$ cat config.mk
export PLATFORM = sky130hd
export DESIGN_NAME = stbs_search
export DESIGN_NICKNAME = d
export VERILOG_FILES = /design/src/rtl/stbs_pkg.sv /design/src/rtl/stbs_search.sv
export SDC_FILE = /design/constraint.sdc
export NUM_CORES = 1
export LEC_CHECK = 0
export BUFFER_PORTS_ARGS = -buffer_cell sky130_fd_sc_hd__buf_4
export CAP_MARGIN = 10
export CORE_MARGIN = 2
export CORE_UTILIZATION = 42
export DETAILED_ROUTE_END_ITERATION = 6
export PLACE_DENSITY = 0.68
export SETUP_SLACK_MARGIN = 0.4
export SLEW_MARGIN = 20
export SYNTH_ARGS = -nofsm -noshare
export SYNTH_HDL_FRONTEND = slang
export SYNTH_SLANG_ARGS = --single-unit
$ cat constraint.sdc
create_clock -name clk_i -period 5.4 [get_ports clk_i]
set_input_delay 0 -clock clk_i [delete_from_list [all_inputs] [get_ports clk_i]]
set_output_delay 0 -clock clk_i [all_outputs]
set_load 0.03 [all_outputs]
$ cat src/rtl/stbs_pkg.sv
// Package with the item types and shared constants of the sorted table bound search.
`default_nettype none

package stbs_pkg;

  // Field widths fixed by the item formats.
  localparam int unsigned ModeW  = 2;
  localparam int unsigned IndexW = 8;
  localparam int unsigned ValueW = 32;
  localparam int unsigned PosW   = IndexW + 1;

  // Item mode codes. The fourth code is unused and the item is dropped.
  localparam logic [ModeW-1:0] MODE_WRITE = 2'd0;
  localparam logic [ModeW-1:0] MODE_LOWER = 2'd1;
  localparam logic [ModeW-1:0] MODE_UPPER = 2'd2;

  // One input item.
  typedef struct packed {
    logic [ModeW-1:0]         mode;
    logic [IndexW-1:0]        entry_index;
    logic signed [ValueW-1:0] entry_value;
    logic [IndexW-1:0]        range_low;
    logic [IndexW-1:0]        range_high;
    logic signed [ValueW-1:0] search_key;
  } in_item_t;

  // One result item.
  typedef struct packed {
    logic [PosW-1:0] position;
    logic            none_found;
  } out_item_t;

endpackage

`default_nettype wire

$ cat src/rtl/stbs_search.sv
// Search sequencer: takes items, writes the table and runs the halving search on it.
`default_nettype none

module stbs_search #(
  parameter int unsigned TableDepth = 256,
  localparam int unsigned AddrW = (TableDepth > 1) ? $clog2(TableDepth) : 1
) (
  input  wire logic                               clk_i,
  input  wire logic                               rst_ni,
  // Item side.
  input  wire logic                               in_valid_i,
  output logic                                    in_stall_o,
  input  wire stbs_pkg::in_item_t                 in_data_i,
  // Table ports.
  output logic                                    wr_en_o,
  output logic [AddrW-1:0]                        wr_addr_o,
  output logic signed [stbs_pkg::ValueW-1:0]      wr_data_o,
  output logic                                    rd_en_o,
  output logic [AddrW-1:0]                        rd_addr_o,
  input  wire logic signed [stbs_pkg::ValueW-1:0] rd_data_i,
  // Result side.
  output logic                                    res_valid_o,
  output stbs_pkg::out_item_t                     res_o,
  input  wire logic                               res_take_i
);

  localparam int unsigned PosW = stbs_pkg::PosW;

  typedef enum logic [1:0] {
    S_IDLE,
    S_SEARCH,
    S_DONE
  } state_e;

  // Probe point of a nonempty range [lo, hi1 - 1], rounded down.
  function automatic logic [PosW-1:0] mid_of(logic [PosW-1:0] lo, logic [PosW-1:0] hi1);
    logic [PosW:0] sum;
    sum = {1'b0, lo} + {1'b0, hi1} - {{PosW{1'b0}}, 1'b1};
    return sum[PosW:1];
  endfunction

  // An index past the end of the table is never stored and reads as zero.
  function automatic logic in_table(logic [PosW-1:0] idx);
    return 32'(idx) < 32'(TableDepth);
  endfunction

  state_e                             state_q, state_d;
  logic [PosW-1:0]                    lo_q, lo_d;
  logic [PosW-1:0]                    hi1_q, hi1_d;
  logic [PosW-1:0]                    mid_q, mid_d;
  logic [PosW-1:0]                    pos_q, pos_d;
  logic [PosW-1:0]                    rh1_q, rh1_d;
  logic                               found_q, found_d;
  logic                               upper_q, upper_d;
  logic                               oor_q, oor_d;
  logic signed [stbs_pkg::ValueW-1:0] key_q, key_d;

  logic                               accept;
  logic                               is_query;
  logic [PosW-1:0]                    q_lo;
  logic [PosW-1:0]                    q_hi1;
  logic signed [stbs_pkg::ValueW-1:0] probe_val;
  logic                               hit;
  logic [PosW-1:0]                    step_lo;
  logic [PosW-1:0]                    step_hi1;
  logic [PosW-1:0]                    next_mid;

  assign in_stall_o = (state_q != S_IDLE);
  assign accept     = in_valid_i && (state_q == S_IDLE);
  assign is_query   = (in_data_i.mode == stbs_pkg::MODE_LOWER) ||
                      (in_data_i.mode == stbs_pkg::MODE_UPPER);

  // Table writes happen only from idle, so a later probe always sees them.
  assign wr_en_o   = accept && (in_data_i.mode == stbs_pkg::MODE_WRITE) &&
                     in_table({1'b0, in_data_i.entry_index});
  assign wr_addr_o = AddrW'(in_data_i.entry_index);
  assign wr_data_o = in_data_i.entry_value;

  // Query bounds, with the upper bound kept as one past the last index.
  assign q_lo  = {1'b0, in_data_i.range_low};
  assign q_hi1 = {1'b0, in_data_i.range_high} + {{(PosW-1){1'b0}}, 1'b1};

  // Compare the probed entry and narrow the range.
  assign probe_val = oor_q ? '0 : rd_data_i;
  assign hit       = upper_q ? (probe_val > key_q) : (probe_val >= key_q);
  assign step_lo   = hit ? lo_q : (mid_q + {{(PosW-1){1'b0}}, 1'b1});
  assign step_hi1  = hit ? mid_q : hi1_q;
  assign next_mid  = mid_of(step_lo, step_hi1);

  // Next state and read issue.
  always_comb begin
    state_d   = state_q;
    lo_d      = lo_q;
    hi1_d     = hi1_q;
    mid_d     = mid_q;
    pos_d     = pos_q;
    rh1_d     = rh1_q;
    found_d   = found_q;
    upper_d   = upper_q;
    oor_d     = oor_q;
    key_d     = key_q;
    rd_en_o   = 1'b0;
    rd_addr_o = AddrW'(mid_q);
    unique case (state_q)
      S_IDLE: begin
        if (accept && is_query) begin
          lo_d    = q_lo;
          hi1_d   = q_hi1;
          rh1_d   = q_hi1;
          pos_d   = q_hi1;
          found_d = 1'b0;
          upper_d = (in_data_i.mode == stbs_pkg::MODE_UPPER);
          key_d   = in_data_i.search_key;
          if (q_lo < q_hi1) begin
            mid_d     = mid_of(q_lo, q_hi1);
            oor_d     = !in_table(mid_d);
            rd_en_o   = 1'b1;
            rd_addr_o = AddrW'(mid_d);
            state_d   = S_SEARCH;
          end else begin
            state_d = S_DONE;
          end
        end
      end
      S_SEARCH: begin
        lo_d  = step_lo;
        hi1_d = step_hi1;
        if (hit) begin
          pos_d   = mid_q;
          found_d = 1'b1;
        end
        if (step_lo < step_hi1) begin
          mid_d     = next_mid;
          oor_d     = !in_table(next_mid);
          rd_en_o   = 1'b1;
          rd_addr_o = AddrW'(next_mid);
        end else begin
          state_d = S_DONE;
        end
      end
      S_DONE: begin
        if (res_take_i) begin
          state_d = S_IDLE;
        end
      end
      default: begin
        state_d = S_IDLE;
      end
    endcase
  end

  // State and search registers.
  always_ff @(posedge clk_i or negedge rst_ni) begin
    if (!rst_ni) begin
      state_q <= S_IDLE;
      lo_q    <= '0;
      hi1_q   <= '0;
      mid_q   <= '0;
      pos_q   <= '0;
      rh1_q   <= '0;
      found_q <= 1'b0;
      upper_q <= 1'b0;
      oor_q   <= 1'b0;
      key_q   <= '0;
    end else begin
      state_q <= state_d;
      lo_q    <= lo_d;
      hi1_q   <= hi1_d;
      mid_q   <= mid_d;
      pos_q   <= pos_d;
      rh1_q   <= rh1_d;
      found_q <= found_d;
      upper_q <= upper_d;
      oor_q   <= oor_d;
      key_q   <= key_d;
    end
  end

  assign res_valid_o      = (state_q == S_DONE);
  assign res_o.position   = pos_q;
  assign res_o.none_found = !found_q;

  // The live range is never empty while a probe is outstanding.
  a_range_live: assert property (@(posedge clk_i) disable iff (!rst_ni)
    (state_q == S_SEARCH) |-> (lo_q < hi1_q))
    else $error("search running on an empty range");

  // The outstanding probe lies inside the live range.
  a_mid_inside: assert property (@(posedge clk_i) disable iff (!rst_ni)
    (state_q == S_SEARCH) |-> ((mid_q >= lo_q) && (mid_q < hi1_q)))
    else $error("probe index outside the live range");

  // A result never points past one beyond the range end.
  a_pos_bound: assert property (@(posedge clk_i) disable iff (!rst_ni)
    res_valid_o |-> (res_o.position <= rh1_q))
    else $error("result position beyond range end plus one");

  // A miss reports exactly one past the range end.
  a_miss_pos: assert property (@(posedge clk_i) disable iff (!rst_ni)
    (res_valid_o && res_o.none_found) |-> (res_o.position == rh1_q))
    else $error("miss does not report range end plus one");

endmodule

`default_nettype wire

== Yosys cells after proc, flatten, opt, wreduce, memory -nomap -nowiden ==
Index checks and enable logic that the tools add are counted.
Operators by class
  equality and inequality tests: 10
  add/subtract/negate cells: 6
  reductions and logical operators: 16
  multiplexer cells: 34
  $lt $le $gt $ge: 6
Operators by type and width (count)
  $mux W9: 8
  $pmux W9 S2: 4
  $ge A32 B32 Y1: 1
  $gt A32 B32 Y1: 1
  $mux W32: 1
  $mux W8: 3
  $sub A10 B1 Y10 const B: 2
  $lt A9 B9 Y1 const B: 2
  $pmux W8 S2: 1
  $add A8 B9 Y10: 1
  $add A9 B9 Y10: 1
  $add A8 B1 Y9 const B: 1
  $add A9 B1 Y9 const B: 1
  $lt A8 B9 Y1: 1
  $lt A9 B9 Y1: 1
  $mux W1: 9
  $mux W2: 4
  $ne A2 B1 Y1 const B: 3
  $ne A2 B2 Y1 const B: 3
  $pmux W1 S2: 3
  $pmux W2 S3: 1
  $reduce_and A3 Y1: 2
  $eq A2 B1 Y1 const B: 2
  $eq A2 B2 Y1 const B: 2
  7 further kinds: 14
Storage, ports and cells
  register bits: 73
  output and inout bits: 62

== Longest topological paths before layout ==
Gate-level depths: netlist of run 1.
  depth after elaboration: 10
  gate-level depth with buffers: 23
  mapped depth without buffers: 21

== Worst setup path after synthesis of run 1 ==
Ideal clock, no wire load.
  path kind: flip-flop to output port
  start: reg mid_q[8]
  end: out rd_addr_o[3]
  buffers on the path: 3
  stages on the path, launching flop included: 21
  slack: 315 ps
  data arrival time: 5085 ps
  path through: dfrtp_1 -> clkbuf_1 -> nor2b_1 -> ha_1 -> nand4_2 -> nor4_4 -> and2_1 -> a21oi_2 -> mux2i_2 -> nand2_2 -> buf_6 -> buf_1 -> mux2i_1 -> ha_1 -> maj3_1 -> mux2i_1 -> o311ai_1 -> a31o_1 -> a31oi_4 -> nor2_1 -> a211oi_1
Between the ends
  longest elaborated chain between the ends: 5
  elaborated cells between the ends (all ways): 6
RTL lines
  start: declaration: RTL line stbs_search.sv:50  | logic [PosW-1:0] mid_q, mid_d;
  start signal: assignment: RTL line stbs_search.sv:169  | mid_q <= mid_d;
  $add A9 B1 Y9: RTL line stbs_search.sv:86  | assign step_lo = hit ? lo_q : (mid_q + {{(PosW-1){1'b0}}, 1'b1});
  $mux W9: RTL line stbs_search.sv:86
  $lt A9 B9 Y1 (*): RTL line stbs_search.sv:132  | if (step_lo < step_hi1) begin
  $mux W8 (*): RTL line stbs_search.sv:132
  $pmux W8 S2 (*): RTL line stbs_search.sv:104  | unique case (state_q)
  end: declaration: RTL line stbs_search.sv:19  | output logic [AddrW-1:0] rd_addr_o,
Every way passes the cells marked *; elsewhere a longest branch is shown, timed or not.

== Worst setup path after layout of run 1 ==
  start: reg mid_q[8]
  end: out rd_addr_o[7]
Between the ends
  longest elaborated chain between the ends: 6
  elaborated cells between the ends (all ways): 8
RTL lines
  $add A9 B1 Y9: RTL line stbs_search.sv:86
  $mux W9: RTL line stbs_search.sv:86
  $add A9 B9 Y10: RTL line stbs_search.sv:38  | sum = {1'b0, lo} + {1'b0, hi1} - {{PosW{1'b0}}, 1'b1};
  $sub A10 B1 Y10: RTL line stbs_search.sv:38
  $mux W8 (*): RTL line stbs_search.sv:132
  $pmux W8 S2 (*): RTL line stbs_search.sv:104
Marks and branches as above.

==> reports/qor.yml, run 1 <==
critPathLaunchType: "register"
skew_ps: 7.128
crit_top_cell: "buf_4"
cts_tree: "done"
ys_warn_count: 0
antenna_left: 0
dr_total_vias: 5703
via_per_inst: 5.395
clock_path_buffers: 2
max_freq_mhz: 199.5
nets: 1074
ys_seq_area_share_pct: 28.63
htree_levels: 3
clockRootBuffer: "clkbuf_16"
chipWidth_um: 126.4
slew_viol_final: 0
crit_chain: "buf_12 > nor2b_4 > ha_1 > nand4_1 > buf_4 > o21ai_0 > a31oi_1 > nor3_2 > buf_4 > o311ai_4 > nand2_4 > buf_12 > a21oi_2 > inv_1 > ha_1 > ha_4 > or2_2 > a21oi_1 > o31ai_2 > xor2_1 > a221o_1 > buf_4"
layout_commonest_cell: "buf_4"
setup_ws_ps: 388.4
port_buffers: 107
wl_um: 17690
start_util_pct: 43.13
ys_ff_latch: 72
min_period_over_period_pct: 92.81
syn_nets: 945
crit_type: "register to output pin"
period_needed_ps: 5012
synth_area_per_cell_um2: 8.503
status: "completed"
grt_pass1_wl_um: 26850
die_y_um: 126.4
track_usage_pct: 20.57
cp_top_family: "compound AO/OA/AOI/OAI gates"
synth_cell_type_count: 67
layout_common_cells: "buf_4 (131), inv_1 (84), nand2_1 (71), dfrtp_1 (71), ha_1 (65)"
finalHoldViolCount: 0
async_reset_ff_share_pct: 100.0
hpwl_um: 12040
drt_first_pass_iters: 5
max-cap-violations: 0
clk_latency_ps: 350
syn2layout_area_growth_pct: 34.30
io_pins: 188
synthCells: 740
die_area_um2: 15980
antenna_cells: 0
synth_edf_count: 0
grt_max_degree: 73
path_buf_inv: 6
wl_per_cell_um: 16.74
numCtsBuffers: 9
clk_pin_slew_ps: 50
synth_area_um2: 6292
worst-path-max-fanout: 12
final_cell_area_um2: 8451
drive_gt1_share_pct: 26.80
worst_setup_path_end_kind: "output pin"
min_path_type: "input pin to output pin"
drt_iter0_drc: 360
critPathSlowestCell: "dfrtp_2"
synth_ff_type: "dfrtp_1"
finalSetupTns_ps: 0
grt_pass1_vias: 5477
core-area_um2: 14590
rsz0062_at_grt: "true"
worst_pin_slew_ps: 942.2
dpl_cell_area_um2: 6967
row_count: 44
grt-ovfl-total: 0
worstPathRequired_ps: 5400
grt_antenna_before_repair: 0
gp_congestion: 0.8322
cp.arrival_ps: 5010
max_slew_margin_pct: 37.19
slowest_delay_ps: 490
cts.sinks: 72
place_ws_ps: 425.8
drc: 0
setup_viol: 0
timing repair:
| item | CTS | global route |
|---|---|---|
| endpoints found under the hold margin | 113 | 0 |
| cloned | 0 | 6 |
| buffers inserted | 4 | 22 |
| setup endpoints to repair | 9 | 10 |
| pin swaps | 6 | 39 |
| gates resized for setup | 14 | 68 |
| hold buffers | 42 | 0 |
cell usage after synthesis, types with 3 or more instances:
master | count | area (µm²)
inv_1 | 87 | 326.6
ha_1 | 78 | 975.9
dfrtp_1 | 72 | 1802
nand2_1 | 71 | 266.5
o21ai_0 | 56 | 280.3
a21oi_1 | 46 | 230.2
buf_4 | 40 | 300.3
nor2b_1 | 34 | 212.7
nor2_1 | 31 | 116.4
clkbuf_1 | 23 | 86.33
nand3_1 | 19 | 95.09
xnor2_1 | 19 | 166.4
a221o_1 | 16 | 160.2
a21o_1 | 13 | 97.59
mux2i_1 | 11 | 110.1
xor2_1 | 10 | 87.58
nand4_1 | 8 | 50.05
nor3_1 | 8 | 40.04
o21bai_1 | 8 | 60.06
a211oi_1 | 6 | 45.04
a22oi_1 | 6 | 45.04
and2_1 | 6 | 37.54
nand2b_1 | 4 | 25.02
a31oi_1 | 3 | 18.77
and3_1 | 3 | 18.77
buf_6 | 3 | 33.78
o21a_1 | 3 | 22.52
o221ai_1 | 3 | 26.28
per-layer routing:
metal | wire length, µm | track usage, %
met1 | 8012 | 28.08
met2 | 8348 | 33.78
met3 | 1102 | 4.724
met4 | 231 | 3.620
met5 | 0 | 0
worst register-to-register path: stages (launching register included):
cell	delay (ps)
dfrtp_2	490
buf_12	180
nor2b_4	90
ha_1	230
nand4_1	120
buf_4	120
o21ai_0	70
a31oi_1	220
nor3_2	90
buf_4	160
o311ai_4	340
nand2_4	180
mux2i_4	230
buf_4	150
ha_4	170
inv_1	110
xnor2_1	90
ha_1	220
a21o_1	190
a21oi_2	170
o31ai_4	110
a31o_4	280
buf_4	130
nand3_2	60
or3b_1	390
mux2i_1	150
cell type report:
| cell class | count | area (µm²) |
|---|---|---|
| Tap cell | 184 | 230.2 |
| Inverter | 88 | 330.3 |
| Clock inverter | 4 | 70.07 |
| Clock buffer | 11 | 232.7 |
| Fill cell | 1242 | 6138 |
| Multi-Input combinational cell | 513 | 4173 |
| Timing Repair Buffer | 185 | 1612 |
| Sequential cell | 72 | 1803 |
kinds of logic after synthesis:
group                      after synthesis  synth area share, %
DFF                                     72                28.63
AOI/OAI and AO/OA                      189                20.56
adders and majority gates               80                15.99
and+or+nand+nor                        198                15.69
xor gates and xnor gates                30                4.394
buffers and inverters                  156                12.05
muxes                                   15                2.684
worst paths after layout:
| kind | startpoint | end | slack, ps | cells past startpoint |
|---|---|---|---|---|
| min in group asynchronous | rst_ni | key_q[25] | 340 | 2 |
| worst max register to register | mid_q[8] | mid_q[8] | 550 | 25 |
| max in group asynchronous | rst_ni | mid_q[8] | 4380 | 2 |
| worst min-delay path | in_data_i[58] | wr_data_o[10] | 0.01 | 0 |
| worst max-delay path | mid_q[8] | rd_addr_o[7] | 390 | 22 |
| worst min register to register | pos_q[2] | pos_q[2] | 480 | 1 |
registers in the layout (all words and copies together), names as in the netlist, named ones only:
register  count
pos_q         9
hi1_q         9
state_q       2
lo_q          8
upper_q       1
found_q       1
mid_q         9
key_q        32
stage by stage:
stage               hold WS, ps  util, %  cells
finish                 0.009732    57.92   1057
global route            0.04345    57.92   1057
CTS                      0.2048    53.33   1029
detailed placement       0.2048    47.75    968
global placement         0.2048    47.75    968
floorplan                -295.6        -    740
Power of run 1 is left out: the tool's default activity adds up to more than one toggle a clock period on the data nets, which glitch-free logic cannot reach.
==> inputs of run 2 (changes only) <==
PLACE_DENSITY = 0.74   (was 0.68)
==> run 2 against run 1 <==
Global-route usage is 0.10 points lower; register-to-register slack about the same; critical path depth increased by 1; setup slack worse by 83 ps; largest cell class unchanged.
==> reports/qor.yml, run 2 (synthesis gave the netlist of run 1 again) <==
wl_um: 18600  # was 17690 µm
syn2layout_area_growth_pct: 34.90  # was 34.30%
slew_viol_final: 0  # unchanged
clockRootBuffer: "clkbuf_16"  # unchanged
hp-start: "in_data_i[59]"  # was in_data_i[58]
clk_pin_slew_ps: 60  # was 50 ps
layout_common_cells: "buf_4 (134), inv_1 (84), nand2_1 (71), dfrtp_1 (71), ha_1 (64)"  # was buf_4 (131), inv_1 (84), nand2_1 (71), dfrtp_1 (71), ha_1 (65)
drt_iter0_drc: 480  # was 360
crit_chain: "clkbuf_16 > nor2b_2 > ha_4 > a21o_1 > a21o_1 > a21oi_1 > nor2_1 > o311ai_4 > nand2_8 > mux2i_4 > buf_4 > ha_4 > inv_2 > xnor2_1 > ha_1 > a21o_1 > a21oi_2 > o31ai_4 > a31o_4 > xnor2_2 > nand3_2 > o221ai_4 > buf_6"  # was buf_12 > nor2b_4 > ha_1 > nand4_1 > buf_4 > o21ai_0 > a31oi_1 > nor3_2 > buf_4 > o311ai_4 > nand2_4 > buf_12 > a21oi_2 > inv_1 > ha_1 > ha_4 > or2_2 > a21oi_1 > o31ai_2 > xor2_1 > a221o_1 > buf_4
htree_levels: 3  # unchanged
via_per_inst: 5.473  # was 5.395
critPathLaunchType: "register"  # unchanged
period_needed_ps: 5095  # was 5012 ps
die_y_um: 126.4  # unchanged
r2r_end: "mid_q[8]"  # unchanged
clock_path_buffers: 2  # unchanged
wl_per_cell_um: 17.60  # was 16.74 µm
crit_type: "register to output pin"  # unchanged
worstPathRequired_ps: 5400  # about the same
dr_total_vias: 5785  # was 5703
fill_cells: 1222  # was 1242
drt_first_pass_iters: 5  # unchanged
grt_pass1_wl_um: 26640  # was 26850 µm
wl_met1_um: 8067  # was 8012 µm
critPathSlowestCell: "dfrtp_2"  # unchanged
finalSetupTns_ps: 0  # unchanged
cts_tree: "done"  # unchanged
met2_length_um: 8853  # was 8348 µm
worst_pin_slew_ps: 948.9  # was 942.2 ps
skew_ps: 7.611  # was 7.128 ps
chipWidth_um: 126.4  # unchanged
drc: 0  # unchanged
grt_pass1_vias: 5402  # was 5477
port_buffers: 107  # unchanged
worst-path-max-fanout: 8  # was 12
drive_gt1_share_pct: 27.95  # was 26.80%
min_path_type: "input pin to output pin"  # unchanged
cts.sinks: 72  # unchanged
io_pins: 188  # unchanged
die_area_um2: 15980  # unchanged
layout_commonest_cell: "buf_4"  # unchanged
max_slew_margin_pct: 36.74  # was 37.19%
track_usage_pct: 20.46  # was 20.57%
numCtsBuffers: 9  # unchanged
start_util_pct: 43.13  # unchanged
r2r_slack_ps: 560  # was 550 ps
worst_setup_path_end_kind: "output pin"  # unchanged
row_count: 44  # unchanged
wl_met3_um: 1287  # was 1102 µm
gp_congestion: 0.8473  # was 0.8322
status: "completed"  # unchanged
grt_antenna_before_repair: 0  # unchanged
largest_reg_flops: 32  # unchanged
min_period_over_period_pct: 94.34  # was 92.81%
clk_latency_ps: 350  # about the same
grt-ovfl-total: 0  # unchanged
hpwl_um: 11800  # was 12040 µm
r2r_cells: 22  # was 25
nets: 1074  # unchanged
antenna_left: 0  # unchanged
max_freq_mhz: 196.3  # was 199.5 MHz
worstSetupStartpoint: "mid_q[8]"  # unchanged
grt_max_degree: 73  # unchanged
finalHoldViolCount: 0  # unchanged
setup_viol: 0  # unchanged
crit_top_cell: "a21o_1"  # was buf_4
max-cap-violations: 0  # unchanged
cp.arrival_ps: 5090  # was 5010 ps
crit_end: "rd_addr_o[6]"  # was rd_addr_o[7]
core-area_um2: 14590  # unchanged
rsz0062_at_grt: "true"  # unchanged
slowest_delay_ps: 490  # about the same
top_layer: "met4"  # unchanged
antenna_cells: 0  # unchanged
largest_register: "key_q"  # unchanged
crit-reg2reg-launch: "mid_q[8]"  # unchanged
run 2: changes by cell type in the layout (fill, tap and decap cells not counted), sizes merged:
cell and change:
dlygate4sd3 -1, bufinv -2, clkinvlp +1, clkbuf +2
run 2: repair_timing:
| item | 4_1_cts | 5_1_grt |
|---|---|---|
| hold buffers | 41 | 0 |
| setup endpoints to repair | 15 | 12 |
| endpoints found under the hold margin | 112 | 0 |
| gates cloned | 0 | 7 |
| pin swaps | 6 | 35 |
| buffers inserted | 5 | 22 |
| resized for setup | 16 | 76 |
run 2: layer usage:
metal	track usage, %	vias to the layer above
met2	32.59	247
met4	6.852	0
met5	0	-
met3	3.458	32
met1	28.28	2735
li1	-	2771
run 2: through the flow:
step	instances	util (%)	hold slack, ps	cell area (µm²)	setup slack [ps]
after floorplan	740	-	-295.6	6299	419.9
after global placement	967	47.62	0.2048	6947	354.3
after detailed placement	967	47.62	0.2048	6947	288.8
after CTS	1028	53.08	0.2048	7744	410.9
after global routing	1057	58.18	0.04344	8488	205.3
final	1057	58.18	0.009733	8488	305.5
run 2: layout make-up:
cell class	count	area (µm²)	area share, %
Tap cell	184	230.2	2.712
Clock buffer	12	256.5	3.022
Inverter	88	330.3	3.892
Sequential cell	72	1803	21.24
Multi-Input combinational cell	513	4227	49.79
Clock inverter	3	17.52	0.2064
Timing Repair Buffer	185	1624	19.13
run 2: worst max-delay path, delay by kind of cell, from the launching register on:
family                   cells  cell delay [ps]
AO/OA/AOI/OAI                9             1920
XOR/XNOR                     2              280
adder cells (fa/ha/maj)      3              630
buffers and inverters        4              580
flip-flops                   1              490
multiplexers                 1              240
AND/OR/NAND/NOR              4              590
run 2: worst min path at each step:
stage                    end  cells after the start
2_1_floorplan      async pin                      0
3_3_place_gp    wr_addr_o[1]                      0
3_5_place_dp    wr_addr_o[1]                      0
4_1_cts         wr_addr_o[1]                      0
5_1_grt         wr_addr_o[2]                      0
6_report       wr_data_o[11]                      0
Power of run 2 is left out for the same reason.
==> inputs of run 3 (changes only) <==
PLACE_DENSITY = 0.71   (was 0.74)
clock period = 6.4 ns   (was 5.4 ns; I/O delays follow)
==> run 3 against run 2 <==
Clock skew is 0.70 ps higher; non-clock buffer count is 34 lower; critical path type unchanged; die area stayed put; hold slack hardly changed; via count is 6.2% lower; design area is 9.9% lower; critical endpoint is now rd_addr_o[7]; global-route usage is 0.28 points lower; critical path depth is 3 lower; cell count is 3.2% lower; core utilization is 5.7 points lower; first-iteration DRC count is 21% lower.
==> reports/qor.yml, run 3 (synthesis gave the netlist of run 1 again) <==
status: "completed"  # unchanged
grt_pass1_vias: 5286  # was 5402
max_freq_mhz: 181.4
clockRootBuffer: "clkbuf_16"  # unchanged
critPathSlowestCell: "dfrtp_4"  # was dfrtp_2
gp_congestion: 0.8430  # was 0.8473
drc: 0  # unchanged
grt-ovfl-total: 0  # unchanged
worst_setup_path_end_kind: "output pin"  # unchanged
crit_type: "register to output pin"  # unchanged
total_power_w: 0.005125
row_count: 44  # unchanged
syn2layout_area_growth_pct: 21.57  # was 34.90%
cts_tree: "done"  # unchanged
skew_ps: 8.311  # was 7.611 ps
track_usage_pct: 20.19  # was 20.46%
clk_pin_slew_ps: 60  # about the same
layout_commonest_cell: "buf_4"  # unchanged
fin_util_pct: 52.44  # was 58.18%
drt_iter0_drc: 377  # was 480
path_buf_inv: 3  # was 4
min_period_over_period_pct: 86.12
layout_common_cells: "buf_4 (111), inv_1 (87), ha_1 (78)"  # was buf_4 (134), inv_1 (84), nand2_1 (71), dfrtp_1 (71), ha_1 (64)
max-cap-violations: 0  # unchanged
via_per_inst: 5.302  # was 5.473
setup_ws_ps: 888.1  # was 305.5 ps
wl_per_cell_um: 15.77  # was 17.60 µm
htree_levels: 3  # unchanged
critPathLaunchType: "register"  # unchanged
hpwl_um: 12040  # was 11800 µm
drt_first_pass_iters: 5  # unchanged
start_util_pct: 43.13  # unchanged
fill_cells: 1363  # was 1222
power-per-cell-area_nw_per_um2: 669.9
io_pins: 188  # unchanged
rsz0062_at_grt: "false"  # was true
clock_path_buffers: 2  # unchanged
chipWidth_um: 126.4  # unchanged
wl_um: 16130  # was 18600 µm
worstPathRequired_ps: 6400  # was 5400 ps
post_cts_buffers: 0  # was 5
largest_reg_flops: 32  # unchanged
crit_chain: "buf_4 > nor2b_1 > ha_1 > nand4_1 > nor4_4 > and2_1 > a21oi_2 > mux2i_4 > nand2_4 > mux2i_1 > inv_1 > ha_1 > maj3_1 > mux2i_1 > o311ai_1 > a31o_1 > a31oi_4 > nand2_2 > a221o_1 > buf_4"  # was clkbuf_16 > nor2b_2 > ha_4 > a21o_1 > a21o_1 > a21oi_1 > nor2_1 > o311ai_4 > nand2_8 > mux2i_4 > buf_4 > ha_4 > inv_2 > xnor2_1 > ha_1 > a21o_1 > a21oi_2 > o31ai_4 > a31o_4 > xnor2_2 > nand3_2 > o221ai_4 > buf_6
max_slew_margin_pct: 38.04  # was 36.74%
p_leak_nw: 3.736
cp_top_family: "simple AND/OR/NAND/NOR gates"  # was compound AO/OA/AOI/OAI gates
numCtsBuffers: 9  # unchanged
setup_viol: 0  # unchanged
dr_total_vias: 5424  # was 5785
place_inst: 967  # unchanged
cp.arrival_ps: 5510  # was 5090 ps
core-area_um2: 14590  # unchanged
nets: 1039  # was 1074
antenna_left: 0  # unchanged
min_path_type: "input pin to output pin"  # unchanged
slew_viol_final: 0  # unchanged
grt_antenna_before_repair: 0  # unchanged
port_buffers: 107  # unchanged
antenna_cells: 0  # unchanged
finalHoldViolCount: 0  # unchanged
grt_max_degree: 81  # was 73
drive_gt1_share_pct: 18.12  # was 27.95%
clk_latency_ps: 330  # was 350 ps
place_ws_ps: 760.4  # was 288.8 ps
slowest_delay_ps: 570  # was 490 ps
die_area_um2: 15980  # unchanged
die_y_um: 126.4  # unchanged
largest_register: "key_q"  # unchanged
grt_pass1_wl_um: 26300  # was 26640 µm
worst-path-max-fanout: 22  # was 8
period_needed_ps: 5512
final_cell_count_no_fill: 1023  # was 1057
cts.sinks: 72  # unchanged
worst_pin_slew_ps: 929.4  # was 948.9 ps
finalSetupTns_ps: 0  # unchanged
peakVddDrop_mv: 0.4178
run 3: metrics by stage:
step                cell area (µm²)  hold WS (ps)
floorplan                      6292        -295.6
global placement               6929        0.2048
detailed placement             6929        0.2048
CTS                            7630        0.2048
global route                   7650       0.04344
finish                         7650      0.009714
run 3: path summary, 6_finish.rpt:
kind	depth (start not counted)	slack, ps	endpoint	from
max	20	890	rd_addr_o[7]	mid_q[8]
max in group asynchronous	2	5340	mid_q[8]	rst_ni
max reg2reg	19	1210	mid_q[8]	mid_q[8]
min reg2reg	2	480	pos_q[3]	pos_q[3]
min in group asynchronous	2	350	key_q[22]	rst_ni
min	0	0.01	wr_data_o[18]	in_data_i[66]
run 3: repair_timing:
item	in CTS	in global routing
gates resized for setup	1	4
endpoints found under the setup margin	1	7
pin swaps	0	0
endpoints found under the hold margin	111	0
hold buffers	40	0
run 3: final cells by class:
class | count | area, µm² | share of cell area (%)
Multi-Input combinational cell | 512 | 3751 | 49.04
Tap cell | 184 | 230.2 | 3.009
Clock buffer | 11 | 242.7 | 3.173
Sequential cell | 72 | 1805 | 23.60
Inverter | 88 | 330.3 | 4.318
Timing Repair Buffer | 151 | 1234 | 16.13
Clock inverter | 5 | 56.30 | 0.7360
run 3: report_power, final:
part           total [W]  leakage, nW  internal (W)  switching, W
Sequential      0.000860        0.891      0.000679      0.000182
Combinational    0.00375         2.70       0.00159       0.00216
Clock           0.000514        0.145      0.000312      0.000202
run 3: metal layers:
metal | up-vias | track usage [%] | part of all wire (%)
met5 | - | 0 | 0
li1 | 2686 | - | -
met3 | 13 | 2.995 | 6.1
met2 | 172 | 32.62 | 45
met1 | 2553 | 29.12 | 48
met4 | 0 | 3.491 | 0.64
No activity file was read; power rests on OpenSTA's default activity.
